## src/rtl/assert_macros.svh

```systemverilog
// Assertion macros used by the reconnect backoff tracker RTL.
// Depends on a clock named clk and an active-low reset named rst_n in scope.
`ifndef ASSERT_MACROS_SVH
`define ASSERT_MACROS_SVH

// check on every clock edge, skip while reset is asserted
`define RBT_ASSERT(lbl, prop, msg) \
  lbl: assert property (@(posedge clk) disable iff (!rst_n) prop) else $error(msg);

// check on every clock edge, including reset cycles
`define RBT_ASSERT_ALWAYS(lbl, prop, msg) \
  lbl: assert property (@(posedge clk) prop) else $error(msg);

`endif

```

## src/rtl/rbt_pkg.sv

```systemverilog
// Shared types, codes and constants of the reconnect backoff tracker.
// No dependencies; imported by every RTL module of the block.
package rbt_pkg;

  localparam int unsigned ENTRIES_DEF   = 16;
  localparam int unsigned HIST_BITS_DEF = 27;

  localparam int unsigned ENTRY_W = 4;
  localparam int unsigned WAIT_W  = 16;
  localparam int unsigned FRUN_W  = 5;
  localparam int unsigned CNT_W   = 8;
  localparam int unsigned PADDR_W = 5;
  localparam int unsigned PDATA_W = 32;

  localparam logic [FRUN_W-1:0] ATT_MAX = 5'd31;
  localparam logic [CNT_W-1:0]  CNT_MAX = 8'd255;

  localparam logic [WAIT_W-1:0] STEADY_DEF  = 16'd300;
  localparam logic [WAIT_W-1:0] FAST_DEF    = 16'd1;
  localparam logic [WAIT_W-1:0] UNVER_DEF   = 16'd30;
  localparam logic [WAIT_W-1:0] PIN_CAP_DEF = 16'd20;
  localparam logic [WAIT_W-1:0] GEN_CAP_DEF = 16'd1800;

  typedef enum logic [1:0] {
    OP_ACTIVATE    = 2'd0,
    OP_ESTABLISHED = 2'd1,
    OP_ENDED       = 2'd2
  } op_t;

  typedef enum logic [1:0] {
    OC_NEVER  = 2'd0,
    OC_UNINIT = 2'd1,
    OC_INIT   = 2'd2
  } outcome_t;

  typedef enum logic [2:0] {
    REG_STEADY  = 3'd0,
    REG_FAST    = 3'd1,
    REG_UNVER   = 3'd2,
    REG_PIN_CAP = 3'd3,
    REG_GEN_CAP = 3'd4
  } reg_idx_t;

  typedef enum logic [1:0] {
    ST_IDLE,
    ST_UPDATE,
    ST_RUN,
    ST_WAIT
  } state_t;

  typedef struct packed {
    logic [WAIT_W-1:0] steady;
    logic [WAIT_W-1:0] fast;
    logic [WAIT_W-1:0] unver;
    logic [WAIT_W-1:0] pin_cap;
    logic [WAIT_W-1:0] gen_cap;
  } cfg_t;

  typedef struct packed {
    logic capture;
    logic update;
    logic run;
    logic load_out;
  } cmd_t;

endpackage

```

## src/rtl/rbt_cfg.sv

```systemverilog
// APB-style register bank holding the wait and cap settings.
// Depends on rbt_pkg.
module rbt_cfg (
  input  logic                        clk,
  input  logic                        rst_n,
  input  logic                        psel,
  input  logic                        penable,
  input  logic                        pwrite,
  input  logic [rbt_pkg::PADDR_W-1:0] paddr,
  input  logic [rbt_pkg::PDATA_W-1:0] pwdata,
  output logic [rbt_pkg::PDATA_W-1:0] prdata,
  output logic                        pready,
  output rbt_pkg::cfg_t               cfg
);
  import rbt_pkg::*;

  cfg_t       cfg_r;
  cfg_t       cfg_nxt;
  logic [2:0] ridx;

  assign ridx   = paddr[PADDR_W-1:2];
  assign pready = 1'b1;
  assign cfg    = cfg_r;

  always_comb begin
    cfg_nxt = cfg_r;
    if (psel && penable && pwrite) begin
      case (ridx)
        REG_STEADY:  cfg_nxt.steady  = pwdata[WAIT_W-1:0];
        REG_FAST:    cfg_nxt.fast    = pwdata[WAIT_W-1:0];
        REG_UNVER:   cfg_nxt.unver   = pwdata[WAIT_W-1:0];
        REG_PIN_CAP: cfg_nxt.pin_cap = pwdata[WAIT_W-1:0];
        REG_GEN_CAP: cfg_nxt.gen_cap = pwdata[WAIT_W-1:0];
        default: ;
      endcase
    end
  end

  always_comb begin
    case (ridx)
      REG_STEADY:  prdata = {{(PDATA_W-WAIT_W){1'b0}}, cfg_r.steady};
      REG_FAST:    prdata = {{(PDATA_W-WAIT_W){1'b0}}, cfg_r.fast};
      REG_UNVER:   prdata = {{(PDATA_W-WAIT_W){1'b0}}, cfg_r.unver};
      REG_PIN_CAP: prdata = {{(PDATA_W-WAIT_W){1'b0}}, cfg_r.pin_cap};
      REG_GEN_CAP: prdata = {{(PDATA_W-WAIT_W){1'b0}}, cfg_r.gen_cap};
      default:     prdata = '0;
    endcase
  end

  always_ff @(posedge clk) begin
    if (!rst_n) begin
      cfg_r <= '{steady: STEADY_DEF, fast: FAST_DEF, unver: UNVER_DEF,
                 pin_cap: PIN_CAP_DEF, gen_cap: GEN_CAP_DEF};
    end else begin
      cfg_r <= cfg_nxt;
    end
  end

endmodule

```

## src/rtl/rbt_ctrl.sv

```systemverilog
// Sequencing controller: capture, update, failure run, wait and output load.
// Depends on rbt_pkg and assert_macros.svh.
`include "assert_macros.svh"

module rbt_ctrl (
  input  logic          clk,
  input  logic          rst_n,
  input  logic          in_valid,
  output logic          in_ready,
  output logic          out_valid,
  input  logic          out_ready,
  output rbt_pkg::cmd_t cmd
);
  import rbt_pkg::*;

  state_t state_r;
  state_t state_nxt;
  logic   out_valid_r;
  logic   out_valid_nxt;

  always_ff @(posedge clk) begin
    if (!rst_n) begin
      state_r     <= ST_IDLE;
      out_valid_r <= 1'b0;
    end else begin
      state_r     <= state_nxt;
      out_valid_r <= out_valid_nxt;
    end
  end

  always_comb begin
    state_nxt     = state_r;
    cmd           = '0;
    in_ready      = 1'b0;
    out_valid_nxt = out_valid_r && !out_ready;
    case (state_r)
      ST_IDLE: begin
        in_ready = 1'b1;
        if (in_valid) begin
          cmd.capture = 1'b1;
          state_nxt   = ST_UPDATE;
        end
      end
      ST_UPDATE: begin
        cmd.update = 1'b1;
        state_nxt  = ST_RUN;
      end
      ST_RUN: begin
        cmd.run   = 1'b1;
        state_nxt = ST_WAIT;
      end
      ST_WAIT: begin
        // hold until the output register is free
        if (!out_valid_r || out_ready) begin
          cmd.load_out  = 1'b1;
          out_valid_nxt = 1'b1;
          state_nxt     = ST_IDLE;
        end
      end
      default: state_nxt = ST_IDLE;
    endcase
  end

  assign out_valid = out_valid_r;

  `RBT_ASSERT(a_capture_then_update, (in_valid && in_ready) |=> cmd.update, "no update after capture")
  `RBT_ASSERT(a_no_overwrite, cmd.load_out |-> (!out_valid || out_ready), "pending beat overwritten")
  `RBT_ASSERT(a_load_shows_beat, cmd.load_out |=> out_valid, "loaded beat not presented")
  `RBT_ASSERT_ALWAYS(a_no_accept_while_busy, (in_ready |-> !cmd.update), "accept during update")

endmodule

```

## src/rtl/rbt_dpath.sv

```systemverilog
// Datapath: per-entry tracker store, read-modify-write, failure run and wait.
// Depends on rbt_pkg; driven by rbt_ctrl commands and rbt_cfg settings.
module rbt_dpath #(
  parameter int unsigned ENTRIES      = rbt_pkg::ENTRIES_DEF,
  parameter int unsigned HISTORY_BITS = rbt_pkg::HIST_BITS_DEF
) (
  input  logic                       clk,
  input  logic                       rst_n,
  input  rbt_pkg::cmd_t              cmd,
  input  rbt_pkg::cfg_t              cfg,
  input  logic [1:0]                 in_operation,
  input  logic [rbt_pkg::ENTRY_W-1:0] in_entry,
  input  logic [1:0]                 in_outcome,
  input  logic                       in_peer_verified,
  input  logic                       in_peer_pinned,
  input  logic [rbt_pkg::WAIT_W-1:0] in_prev_wait_sec,
  output logic                       out_request_issued,
  output logic                       out_wait_valid,
  output logic [rbt_pkg::WAIT_W-1:0] out_wait_sec,
  output logic [rbt_pkg::FRUN_W-1:0] out_fail_run,
  output logic                       out_last_failed,
  output logic [rbt_pkg::CNT_W-1:0]  out_open_count,
  output logic                       out_error
);
  import rbt_pkg::*;

  localparam int unsigned REACH = 1 << ENTRY_W;
  localparam int unsigned DEPTH = (ENTRIES < REACH) ? ENTRIES : REACH;
  localparam int unsigned IDX_W = (DEPTH > 1) ? $clog2(DEPTH) : 1;
  localparam logic [ENTRY_W:0] LIMIT = (ENTRY_W + 1)'(DEPTH);

  // entry store
  logic [HISTORY_BITS-1:0] hist_r [DEPTH];
  logic [FRUN_W-1:0]       att_r  [DEPTH];
  logic                    pend_r [DEPTH];
  logic [CNT_W-1:0]        cnt_r  [DEPTH];

  // captured item
  logic [1:0]         op_r;
  logic [ENTRY_W-1:0] entry_r;
  logic [1:0]         outcome_r;
  logic               verified_r;
  logic               pinned_r;
  logic [WAIT_W-1:0]  prev_r;

  // update stage
  logic [IDX_W-1:0]        idx;
  logic                    in_rng;
  logic [HISTORY_BITS-1:0] cur_h;
  logic [FRUN_W-1:0]       cur_a;
  logic                    cur_p;
  logic [CNT_W-1:0]        cur_c;
  logic                    rec;
  logic                    succ;
  logic [HISTORY_BITS:0]   hshift;
  logic [HISTORY_BITS-1:0] h_nxt;
  logic [FRUN_W-1:0]       a_nxt;
  logic                    p_nxt;
  logic [CNT_W-1:0]        c_nxt;
  logic                    iss_nxt;
  logic                    err_nxt;

  logic [HISTORY_BITS-1:0] h_r;
  logic [FRUN_W-1:0]       a_r;
  logic [CNT_W-1:0]        c_r;
  logic                    iss_r;
  logic                    err_r;
  logic                    rng_r;

  // failure run stage
  logic [FRUN_W-1:0] tz;
  logic [FRUN_W-1:0] frun_nxt;
  logic [FRUN_W-1:0] frun_r;

  // wait stage
  logic [WAIT_W:0]   dbl;
  logic [WAIT_W-1:0] cap;
  logic [WAIT_W-1:0] wait_nxt;
  logic              wvalid;

  logic              issued_o_r;
  logic              wvalid_o_r;
  logic [WAIT_W-1:0] wait_o_r;
  logic [FRUN_W-1:0] frun_o_r;
  logic              lastf_o_r;
  logic [CNT_W-1:0]  cnt_o_r;
  logic              err_o_r;

  always_ff @(posedge clk) begin
    if (cmd.capture) begin
      op_r       <= in_operation;
      entry_r    <= in_entry;
      outcome_r  <= in_outcome;
      verified_r <= in_peer_verified;
      pinned_r   <= in_peer_pinned;
      prev_r     <= in_prev_wait_sec;
    end
  end

  assign idx    = entry_r[IDX_W-1:0];
  assign in_rng = {1'b0, entry_r} < LIMIT;
  assign cur_h  = hist_r[idx];
  assign cur_a  = att_r[idx];
  assign cur_p  = pend_r[idx];
  assign cur_c  = cnt_r[idx];

  always_comb begin
    rec     = 1'b0;
    succ    = 1'b0;
    p_nxt   = cur_p;
    c_nxt   = cur_c;
    iss_nxt = 1'b0;
    err_nxt = 1'b0;
    case (op_r)
      OP_ACTIVATE: begin
        p_nxt   = 1'b1;
        iss_nxt = !cur_p;
      end
      OP_ESTABLISHED: begin
        p_nxt = 1'b0;
        rec   = 1'b1;
        succ  = 1'b1;
        if (cur_c != CNT_MAX) begin
          c_nxt = cur_c + 8'd1;
        end
      end
      OP_ENDED: begin
        p_nxt   = 1'b0;
        err_nxt = !cur_p;
        if (outcome_r == OC_NEVER) begin
          rec = 1'b1;
        end else begin
          if (cur_c == '0) begin
            err_nxt = 1'b1;
          end else begin
            c_nxt = cur_c - 8'd1;
          end
          if (outcome_r == OC_UNINIT) begin
            rec = 1'b1;
          end
        end
      end
      default: ;
    endcase
    hshift = {cur_h, succ};
    h_nxt  = rec ? hshift[HISTORY_BITS-1:0] : cur_h;
    a_nxt  = (rec && cur_a != ATT_MAX) ? cur_a + 5'd1 : cur_a;
  end

  always_ff @(posedge clk) begin
    if (!rst_n) begin
      for (int i = 0; i < DEPTH; i++) begin
        hist_r[i] <= '0;
        att_r[i]  <= '0;
        pend_r[i] <= 1'b0;
        cnt_r[i]  <= '0;
      end
    end else if (cmd.update && in_rng) begin
      hist_r[idx] <= h_nxt;
      att_r[idx]  <= a_nxt;
      pend_r[idx] <= p_nxt;
      cnt_r[idx]  <= c_nxt;
    end
  end

  always_ff @(posedge clk) begin
    if (cmd.update) begin
      h_r   <= h_nxt;
      a_r   <= a_nxt;
      c_r   <= c_nxt;
      iss_r <= iss_nxt;
      err_r <= err_nxt;
      rng_r <= in_rng;
    end
  end

  // trailing zeros of the history, bounded by the attempt count
  always_comb begin
    tz = '0;
    for (int i = HISTORY_BITS - 1; i >= 0; i--) begin
      if (h_r[i]) begin
        tz = FRUN_W'(i);
      end
    end
    if (h_r == '0) begin
      frun_nxt = a_r;
    end else begin
      frun_nxt = (tz < a_r) ? tz : a_r;
    end
  end

  always_ff @(posedge clk) begin
    if (cmd.run) begin
      frun_r <= frun_nxt;
    end
  end

  always_comb begin
    dbl    = (prev_r == '0) ? 17'd1 : {prev_r, 1'b0};
    cap    = pinned_r ? cfg.pin_cap : cfg.gen_cap;
    wvalid = rng_r && (op_r == OP_ENDED);
    if (frun_r == 5'd0 && verified_r) begin
      wait_nxt = cfg.steady;
    end else if (frun_r == 5'd1) begin
      wait_nxt = (verified_r || pinned_r) ? cfg.fast : cfg.unver;
    end else begin
      wait_nxt = (dbl < {1'b0, cap}) ? dbl[WAIT_W-1:0] : cap;
    end
  end

  always_ff @(posedge clk) begin
    if (cmd.load_out) begin
      issued_o_r <= rng_r && iss_r;
      wvalid_o_r <= wvalid;
      wait_o_r   <= wvalid ? wait_nxt : '0;
      frun_o_r   <= rng_r ? frun_r : '0;
      lastf_o_r  <= rng_r && !h_r[0];
      cnt_o_r    <= rng_r ? c_r : '0;
      err_o_r    <= rng_r && err_r;
    end
  end

  assign out_request_issued = issued_o_r;
  assign out_wait_valid     = wvalid_o_r;
  assign out_wait_sec       = wait_o_r;
  assign out_fail_run       = frun_o_r;
  assign out_last_failed    = lastf_o_r;
  assign out_open_count     = cnt_o_r;
  assign out_error          = err_o_r;

endmodule

```

## src/rtl/reconnect_backoff_tracker_top.sv

```systemverilog
// Capture, store update, failure-run count and wait computation each take one
// step of the sequencer, in that order, before out_valid rises; a new item is
// accepted only when the sequencer is idle, and the output load waits while an unaccepted result beat is pending.
// The output register frees the input side while a result beat waits.
// Reset (synchronous, rst_n low) clears every tracker entry at once and loads
// the default waits and caps; no clearing pass follows.
module reconnect_backoff_tracker_top #(
  parameter int unsigned ENTRIES      = rbt_pkg::ENTRIES_DEF,
  parameter int unsigned HISTORY_BITS = rbt_pkg::HIST_BITS_DEF
) (
  input  logic                        clk,
  input  logic                        rst_n,
  input  logic                        in_valid,
  output logic                        in_ready,
  input  logic [1:0]                  in_operation,
  input  logic [rbt_pkg::ENTRY_W-1:0] in_entry,
  input  logic [1:0]                  in_outcome,
  input  logic                        in_peer_verified,
  input  logic                        in_peer_pinned,
  input  logic [rbt_pkg::WAIT_W-1:0]  in_prev_wait_sec,
  output logic                        out_valid,
  input  logic                        out_ready,
  output logic                        out_request_issued,
  output logic                        out_wait_valid,
  output logic [rbt_pkg::WAIT_W-1:0]  out_wait_sec,
  output logic [rbt_pkg::FRUN_W-1:0]  out_fail_run,
  output logic                        out_last_failed,
  output logic [rbt_pkg::CNT_W-1:0]   out_open_count,
  output logic                        out_error,
  input  logic                        psel,
  input  logic                        penable,
  input  logic                        pwrite,
  input  logic [rbt_pkg::PADDR_W-1:0] paddr,
  input  logic [rbt_pkg::PDATA_W-1:0] pwdata,
  output logic [rbt_pkg::PDATA_W-1:0] prdata,
  output logic                        pready
);
  import rbt_pkg::*;

  cmd_t cmd;
  cfg_t cfg;

  rbt_cfg u_cfg (
    .clk     (clk),
    .rst_n   (rst_n),
    .psel    (psel),
    .penable (penable),
    .pwrite  (pwrite),
    .paddr   (paddr),
    .pwdata  (pwdata),
    .prdata  (prdata),
    .pready  (pready),
    .cfg     (cfg)
  );

  rbt_ctrl u_ctrl (
    .clk       (clk),
    .rst_n     (rst_n),
    .in_valid  (in_valid),
    .in_ready  (in_ready),
    .out_valid (out_valid),
    .out_ready (out_ready),
    .cmd       (cmd)
  );

  rbt_dpath #(
    .ENTRIES      (ENTRIES),
    .HISTORY_BITS (HISTORY_BITS)
  ) u_dpath (
    .clk                (clk),
    .rst_n              (rst_n),
    .cmd                (cmd),
    .cfg                (cfg),
    .in_operation       (in_operation),
    .in_entry           (in_entry),
    .in_outcome         (in_outcome),
    .in_peer_verified   (in_peer_verified),
    .in_peer_pinned     (in_peer_pinned),
    .in_prev_wait_sec   (in_prev_wait_sec),
    .out_request_issued (out_request_issued),
    .out_wait_valid     (out_wait_valid),
    .out_wait_sec       (out_wait_sec),
    .out_fail_run       (out_fail_run),
    .out_last_failed    (out_last_failed),
    .out_open_count     (out_open_count),
    .out_error          (out_error)
  );

endmodule
```

## config.mk

```make
export PLATFORM = sky130hd
export DESIGN_NAME = reconnect_backoff_tracker_top
export DESIGN_NICKNAME = d
export VERILOG_FILES = /design/src/rtl/rbt_pkg.sv /design/src/rtl/rbt_cfg.sv /design/src/rtl/rbt_ctrl.sv /design/src/rtl/rbt_dpath.sv /design/src/rtl/reconnect_backoff_tracker_top.sv
export VERILOG_INCLUDE_DIRS = /design/src /design/src/rtl
export SDC_FILE = /design/constraint.sdc
export NUM_CORES = 1
export LEC_CHECK = 0
export BUFFER_PORTS_ARGS = -buffer_cell sky130_fd_sc_hd__buf_2
export CAP_MARGIN = 15
export CELL_PAD_IN_SITES_DETAIL_PLACEMENT = 1
export CELL_PAD_IN_SITES_GLOBAL_PLACEMENT = 1
export CORE_ASPECT_RATIO = 1.75
export CORE_MARGIN = 2
export CORE_UTILIZATION = 47
export DETAILED_ROUTE_END_ITERATION = 10
export HOLD_SLACK_MARGIN = 0.02
export PLACE_DENSITY = 0.79
export SETUP_SLACK_MARGIN = 0.3
export SLEW_MARGIN = 25
export SYNTH_ARGS = -nofsm -noshare
export SYNTH_HDL_FRONTEND = slang
export SYNTH_SLANG_ARGS = --single-unit
```

## constraint.sdc

```tcl
create_clock -name clk -period 3.9 [get_ports clk]
set_clock_uncertainty 0.15 [all_clocks]
set_input_delay 0.195 -clock clk [delete_from_list [all_inputs] [get_ports clk]]
set_output_delay 0.195 -clock clk [all_outputs]
set_load 0.05 [all_outputs]
```

# Word level (Yosys, flattened, before mapping)
# Memory sizes are Yosys's and may differ from the RTL's. A register that Yosys moved wholly into a read port is not among the register bits.
# Index checks and enable logic that the tools add are counted.
# W data, S select, Z words.
# totals
regBits	189
mem_bits_rw	656
input_bits	70
output_inout_bits	68
word_cells	161
n_memories	4
# op_classes
addsub	3
magnitude_cmp	2
eq_ne	15
mux	81
n_reduce_logical	30
# memory_table
memory	depth	width	rd	rd_ports_with_merged_regs	write_ports	line_no	rtl
u_dpath.hist_r	16	27	1	1	16	rbt_dpath.sv:33	logic [HISTORY_BITS-1:0] hist_r [DEPTH];
u_dpath.cnt_r	16	8	1	1	16	rbt_dpath.sv:36	logic [CNT_W-1:0] cnt_r [DEPTH];
u_dpath.att_r	16	5	1	1	16	rbt_dpath.sv:34	logic [FRUN_W-1:0] att_r [DEPTH];
u_dpath.pend_r	16	1	1	1	16	rbt_dpath.sv:35	logic pend_r [DEPTH];
# op_table
op	count
$mux W5	31
$mux W16	5
$pmux W16 S5	1
$mux W27	2
$mux W4	8
$mux W8	4
$logic_not A27 Y1	1
$reduce_or A27 Y1	1
$mux W1	23
$lt A17 B16 Y1	1
$mux W17	1
$logic_not A16 Y1	1
$pmux W8 S2	1
$reduce_and A2 Y1	6
$add A8 B1 Y8 const B	1
$logic_not A8 Y1	1
$ne A8 B8 Y1 const B	1
$pmux W2 S4	1
$reduce_or A8 Y1	1
$sub A8 B1 Y8 const B	1
$eq A2 B1 Y1 const B	3
$eq A2 B2 Y1 const B	3
$eq A3 B2 Y1 const B	2
$logic_not A2 Y1	3
18 further kinds	28

# Logic depth before layout (Yosys ltp)
# Gate-level depths: netlist of the first run.
# logic_depth
word_depth	30
depth_mapped	18
mapped_depth_nobuf	16

# Modules after synthesis
# From an unflattened synthesis of the first run, not the netlist that was laid out.
# unflattened
cells_unflattened	2738
hier_area_um2	37943.9
# modules_own_cells
mod	instances	cells_each	area_each_um2	seq_area_each_um2
rbt_dpath	1	2320	33955.1	22801.9
rbt_cfg	1	397	3787.4	1601.5
rbt_ctrl	1	21	201.4	60.1

# Worst setup path after synthesis of the first run
# OpenSTA, ideal clock, no wires.
# synth_path
path_kind	reg-to-reg
start	reg (tool-made name)
end	mem u_dpath.att_r[0][2], data pin
setup_time_ps	266
arrival_time_ps	3824
required_ps	3484
path_slack_ps	-339
path_stages_with_launch	16
n_path_buf	6
synth_period_minus_slack_ps	4239
path_cell_list	dfxtp_1 -> buf_6 -> buf_6 -> buf_6 -> buf_6 -> buf_6 -> mux4_2 -> mux4_2 -> ha_1 -> and3_1 -> ha_1 -> nor2_1 -> nand2_1 -> xor2_1 -> clkbuf_1 -> nor2_1
# synth_rtl
item	line_no
end, declared	rbt_dpath.sv:34

==> run_results.csv, run 1 <==
group,metric,value,unit
floorplan,rows,138,
sta,min_period,3.97,ns
route,drt_first_pass_iters,6,
worst_setup_path,crit_fanout,17,
cts,path_clk_slew,0.07,ns
sta,setup_viol,16,
cts,cts_tree,"done",
power_and_ir_drop,swShare,37.0,%
power_and_ir_drop,seqPwrFrac,35.8,%
final_layout,layout-drive-gt1-share,28.2,%
floorplan,die_area,0.0835,mm²
power_and_ir_drop,switchingPower,11.9,mW
route,postRouteAntennaNets,0,
hold_path,hold_class,"primary input to flop",
cts,clk_path_buf_depth,3,
cts,root_buffer,"clkbuf_16",
sta,min_period_over_period,102,%
yosys,synth_most_common_cell,"edfxtp_1",
cts,h-tree-depth,3,
sta,rsz0062_at_grt,"yes",
power_and_ir_drop,power_density,715,mW/mm²
power_and_ir_drop,p_int,20.3,mW
floorplan,pin_count,138,
route,routed_wl,134000,µm
global_routing,grt_overflow,0,
sta,holdWs,0.0776,ns
global_routing,grt_pass1_vias,28300,
hold_path,min_from,"paddr[4]",
power_and_ir_drop,combPwrFrac,40.9,%
run_status,status,"finished with violations",
final_layout,fin_area,0.0450,mm²
worst_setup_path,critPathSlowestCell,"mux4_2",
floorplan,initial_core_util,47.3,%
power_and_ir_drop,p_clk_share,23.3,%
hold_path,hold_depth,5,
route,first_iter_violations,3237,
yosys,ys_seq_elements,849,
placed_design,gp_congestion,0.873,
cts,cts_buffers,75,
route,viasPerCell,6.45,
sta,worst_pin_slew,1.05,ns
global_routing,grt_max_degree,100,
yosys,synthTopCellsByCount,"746 x edfxtp_1, 671 x nor2_1, 234 x nand2_1, 193 x mux4_2, 149 x clkbuf_1",
final_layout,synthToLayoutAreaGrowth,17.9,%
yosys,synth_area_leaders,"edfxtp_1 59%, mux4_2 11%, nor2_1 6.6%",
floorplan,die_h,381,µm
sta,max_freq,252,MHz
worst_setup_path,required,4.26,ns
sta,setup_tns,-0.445,ns
worst_setup_path,critPathKind,"flop to flop",
worst_setup_path,worst_setup_path_end_kind,"flop",
yosys,synth_area,0.0381,mm²
worst_setup_path,path_cells,"buf_12 -> buf_6 -> buf_16 -> mux4_2 -> o211ai_1 -> o311a_1 -> buf_4 -> inv_1 -> a311oi_2 -> buf_4 -> buf_4 -> a32oi_2 -> a2bb2oi_2 -> buf_12 -> nor2_1",
worst_setup_path,cp_common_cell,"buf_4",
final_layout,postLayoutCoreUtil,55.8,%
global_routing,grt_util_all_layers,30.3,%
cts,clock_latency,0.69,ns
job,drv_cap,0,
route,drc,0,
worst_setup_path,cp.arrival,4.33,ns
yosys,ys_seq_area_share,64.2,%
yosys,yosys_warnings,0,
sta,final.setup.worst_slack,-0.0702,ns
final_layout,layout.nets,3110,
sta,final_max_slew_viol_count,0,
floorplan,die_w,219,µm
global_routing,antenna_found_initial,0,
yosys,yosys.area.top_type,"edfxtp_1",
worst_setup_path,r2r_cells,15,
yosys,async_reset_ff_share,0,%
run_status,violations,"setup timing",
floorplan,coreArea,0.0806,mm²
yosys,synth_edf_count,746,
global_routing,grt_pass1_wl,183000,µm
route,wire_per_inst,32.5,µm
cts,cts_sinks,849,
yosys,syn_inst,2788,
yosys,synth_cell_type_count,75,
yosys,yosysTopAreaCellShare,58.8,%
worst_setup_path,cpPeakStageDelay,0.56,ns
placed_design,placed_area,0.0407,mm²
power_and_ir_drop,irDropWorstVdd,0.000508,V
route,vias,26500,
worst_setup_path,cp-start-kind,"flop",
power_and_ir_drop,p_leak,16.1,nW
placed_design,portBuffers,102,
placed_design,dpl.hpwl,74600,µm
sta,slew_headroom,29.7,%
sta,final-hold-violation-count,0,
yosys,avgSynthCellArea,13.7,µm²
yosys,synth_flop_cell,"edfxtp_1",
-- logic make-up after synthesis --
group           after synthesis  synth area share [%]
other cells                   2                0.0197
fa+ha+maj                    32                  1.05
mux                         305                  15.3
buf+inv                     322                  3.79
xor+xnor                      3                0.0886
compound gates              243                  4.70
flops                       849                  64.2
simple gates               1032                  10.9
-- area by class of cell --
cell class / instances / area [µm²]
Fill cell: 7613 / 35700
Sequential cell: 849 / 24500
Multi-Input combinational cell: 1632 / 13100
Timing Repair Buffer: 369 / 3400
Clock buffer: 90 / 1970
Tap cell: 1050 / 1310
Clock inverter: 45 / 350
Inverter: 81 / 309
Antenna cell: 2 / 5.00
-- sequential cells by signal (all words and copies together), names as in the netlist, 2 cells and up, named ones only --
signal                  count
u_cfg.cfg                  80
u_ctrl.state_r              2
u_dpath.a_r                 5
u_dpath.att_r              80
u_dpath.c_r                 8
u_dpath.cnt_r             128
u_dpath.entry_r             4
u_dpath.frun_r              5
u_dpath.h_r                27
u_dpath.hist_r            432
u_dpath.op_r                2
u_dpath.out_fail_run        5
u_dpath.out_open_count      8
u_dpath.out_wait_sec       16
u_dpath.outcome_r           2
u_dpath.pend_r             16
u_dpath.prev_r             16
-- critical path: cells and delay by family, from the launching register on --
kind                   cells  cell delay (ns)
DFF                        1             0.41
AOI/OAI and AO/OA          5             1.29
and+or+nand+nor            1             0.15
muxes                      1             0.56
buffers and inverters      8             1.20
-- power by group through the flow --
stage / sequential [mW] / combinational, mW / clock (mW)
2_1_floorplan: 11.5 / 7.01 / 0
3_3_place_gp: 11.5 / 10.5 / 0
3_5_place_dp: 11.6 / 11.0 / 0
4_1_cts: 11.4 / 11.7 / 7.42
5_1_grt: 11.5 / 13.7 / 7.77
6_report: 11.5 / 13.2 / 7.47
-- repair_timing --
action	in CTS	in global routing
cloned	5	7
pin swaps	9	68
resized for setup	28	156
hold endpoints to repair	113	0
setup endpoints to repair	230	248
hold buffers	44	0
buffers inserted	23	31
-- cell usage in the layout, fill, tap and decap left out, types with 23 or more instances in the layout --
cell type      count
mux2i_1           51
inv_1             67
mux2_2            23
mux4_2           195
buf_4            164
nand3_1           42
nor2_1           610
ha_1              27
o21ai_0           55
nor2_4            52
nand2_2           29
dlygate4sd3_1     44
dfxtp_1           99
buf_2            101
buf_12            41
edfxtp_1         746
nand2_1          205
a21boi_0          65
clkbuf_16         83
-- through the flow --
stage	power, mW	std cells	setup slack, ns
6_report	32.1	4118	-0.0702
5_1_grt	33.0	4116	-0.161
4_1_cts	30.5	4078	0.149
3_5_place_dp	22.6	3871	-0.139
3_3_place_gp	22.0	3871	0.120
2_1_floorplan	18.5	2803	0.0856
-- layer usage --
layer | track usage [%] | share of wire [%] | vias up
li1 | - | - | 10600
met2 | 53.4 | 52 | 1844
met3 | 5.88 | 8.6 | 598
met1 | 32.8 | 32 | 13600
met5 | 0 | 0 | -
met4 | 19.7 | 7.2 | 0
-- path summary, 6_finish.rpt --
path,end,slack [ns]
worst max-delay path,u_dpath.cnt_r[9][5]$_SDFFCE_PN0P_,-0.07
worst min register to register,u_dpath.out_open_count[6]$_DFFE_PP_,0.27
worst min-delay path,u_cfg.cfg[42]$_SDFFE_PN0P_,0.08
worst max register to register,u_dpath.cnt_r[9][5]$_SDFFCE_PN0P_,-0.07
(Power assumes the default switching activity.)
==> run 2, diff against run 1 <==
==> constraint.sdc (replaced) <==
create_clock -name clk -period 3.9 [get_ports clk]
set_clock_uncertainty 0.15 [all_clocks]
set_input_delay 0.39 -clock clk [delete_from_list [all_inputs] [get_ports clk]]
set_output_delay 0.39 -clock clk [all_outputs]
set_load 0.05 [all_outputs]
==> run_results.csv, run 2 (synthesized netlist as in run 1, its figures left out) <==
group,metric,value,unit
final_layout,final_cells,4114,
sta,rsz0062_at_grt,"yes",
sta,final-hold-violation-count,0,
cts,path_clk_slew,0.06,ns
global_routing,grt_max_degree,100,
final_layout,top_register,"u_dpath.hist_r",
sta,final_max_slew_viol_count,0,
floorplan,die_h,381,µm
hold_path,hold_class,"flop to flop",
sta,min_period_over_period,99.2,%
floorplan,pin_count,138,
final_layout,layout.nets,3110,
power_and_ir_drop,irDropWorstVdd,0.000455,V
cts,h-tree-depth,3,
cts,cts_buffers,75,
worst_setup_path,required,4.20,ns
run_status,status,"completed",
sta,min_period,3.87,ns
placed_design,pre_cts_ws,-0.0685,ns
worst_setup_path,critPathKind,"flop to flop",
worst_setup_path,reg2reg_to,"u_dpath.out_wait_sec[6]$_SDFFCE_PN0P_",
floorplan,die_area,0.0835,mm²
route,drt_first_pass_iters,6,
sta,holdWs,0.272,ns
route,dr.max_layer_used,"met5",
global_routing,grt_overflow,0,
floorplan,initial_core_util,47.3,%
worst_setup_path,worst_setup_path_end_kind,"flop",
final_layout,largest_register_ffs,432,
route,drt-met1-wl,41400,µm
placed_design,dp_cells,3867,
cts,cts_tree,"done",
placed_design,portBuffers,102,
worst_setup_path,cp-start-kind,"flop",
worst_setup_path,worstSetupEndpoint,"u_dpath.out_wait_sec[6]$_SDFFCE_PN0P_",
floorplan,coreArea,0.0806,mm²
floorplan,die_w,219,µm
cts,clk_path_buf_depth,3,
worst_setup_path,r2r_cells,15,
route,dr_wl_met2,67900,µm
worst_setup_path,r2r_start,"u_dpath.pinned_r$_DFFE_PP_",
floorplan,rows,138,
job,drv_cap,0,
final_layout,postLayoutCoreUtil,55.3,%
cts,clock_latency,0.68,ns
final_layout,final_cell_mix,"746 x edfxtp_1, 666 x nor2_1, 206 x nand2_1",
power_and_ir_drop,finalPower,31.3,mW
route,vias,26300,
final_layout,mostFrequentLayoutCell,"edfxtp_1",
final_layout,n_antenna_cell,0,
sta,max_freq,259,MHz
sta,setup_tns,0,ns
global_routing,grt_pass1_wl,183000,µm
worst_setup_path,startpoint,"u_dpath.pinned_r$_DFFE_PP_",
final_layout,fin_area,0.0446,mm²
sta,setup_viol,0,
worst_setup_path,r2r_slack,0.03,ns
route,wl_met3,9920,µm
power_and_ir_drop,p_leak,16.2,nW
sta,final.setup.worst_slack,0.0322,ns
cts,cts_sinks,849,
cts,root_buffer,"clkbuf_16",
route,routed_wl,130000,µm
route,postRouteAntennaNets,0,
worst_setup_path,cp.arrival,4.17,ns
placed_design,placed_area,0.0407,mm²
route,drc,0,
global_routing,grt_util_all_layers,30.5,%
route,wire_per_inst,31.6,µm
global_routing,grt_pass1_vias,28300,
worst_setup_path,crit_fanout,9,
route,first_iter_violations,2909,
sta,slew_headroom,15.4,%
final_layout,synthToLayoutAreaGrowth,17.0,%
final_layout,layout-drive-gt1-share,26.2,%
sta,worst_pin_slew,1.27,ns
placed_design,dpl.hpwl,74400,µm
placed_design,gp_congestion,0.885,
route,viasPerCell,6.39,
power_and_ir_drop,power_density,702,mW/mm²
final_layout,num-fill-cells,7671,
final_layout,largest_registers,"u_dpath.hist_r x432, u_dpath.cnt_r x128",
global_routing,antenna_found_initial,2,
run 2: cell count changes in the layout (fill, tap and decap cells not counted), moves of 3 or more:
cell,before,now
mux2i_2,13,18
clkinv_1,14,10
inv_6,6,1
nor2_1,610,666
nor2_2,9,3
clkinv_2,16,13
buf_6,6,10
a221oi_1,12,8
o21ai_0,55,52
buf_4,164,159
nor2_4,52,2
clkbuf_1,12,19
mux2i_1,51,47
run 2: worst min-delay path by stage:
| stage | endpoint | slack, ns | start | cells past startpoint |
|---|---|---|---|---|
| after floorplan | u_dpath.out_error$_DFFE_PP_ | 0.25 | u_dpath.err_r$_SDFFCE_PN0N_ | 0 |
| after detailed placement | u_dpath.out_open_count[2]$_DFFE_PP_ | 0.26 | u_dpath.c_r[2]$_DFFE_PN_ | 0 |
| after CTS | u_cfg.cfg[32]$_SDFFE_PN0P_ | 0.22 | paddr[4] | 5 |
| after global routing | u_dpath.out_open_count[2]$_DFFE_PP_ | 0.28 | u_dpath.c_r[2]$_DFFE_PN_ | 0 |
| final | u_dpath.out_request_issued$_DFFE_PP_ | 0.27 | u_dpath.iss_r$_SDFFCE_PN0N_ | 0 |
| after global placement | u_dpath.out_open_count[3]$_DFFE_PP_ | 0.25 | u_dpath.c_r[3]$_DFFE_PN_ | 0 |
run 2: power by group:
group	switching (mW)	leakage [nW]	internal [mW]
combinational	7.23	6.57	5.16
sequential	0.553	8.44	10.9
clock	3.45	1.15	4.00
total	11.2	16.2	20.1
run 2: final cells by class:
cell class / instances / area (µm²) / area share (%)
inverter: 81 / 309 / 0.693
sequential: 849 / 24500 / 54.9
clock buffer: 100 / 2100 / 4.70
timing repair buffer: 369 / 3380 / 7.58
clock inverter: 33 / 249 / 0.558
multi-input combinational: 1632 / 12800 / 28.7
tap: 1050 / 1310 / 2.94
run 2: critical path, cell delays in order, from the launching register on:
cell and delay [ns]:
edfxtp_1 0.48, buf_4 0.22, clkbuf_16 0.19, buf_4 0.14, mux2i_1 0.23, ha_1 0.30, nand4_1 0.25, nor2_1 0.10
o31ai_2 0.10, buf_4 0.21, a21oi_1 0.08, a211oi_2 0.19, buf_4 0.18, buf_2 0.17, mux2_2 0.36, a221oi_1 0.31
run 2: routing by layer:
layer,GRT usage (%),up-vias
li1,-,10600
met1,32.1,13500
met2,53.7,1662
met3,5.68,609
met4,22.1,2
met5,0,-
run 2: timing repair:
action / in CTS / in global routing
resized for setup: 18 / 69
pin swaps: 6 / 28
hold buffers: 44 / 0
cloned: 2 / 8
hold endpoints to repair: 112 / 0
buffers inserted: 18 / 42
setup endpoints to repair: 327 / 343
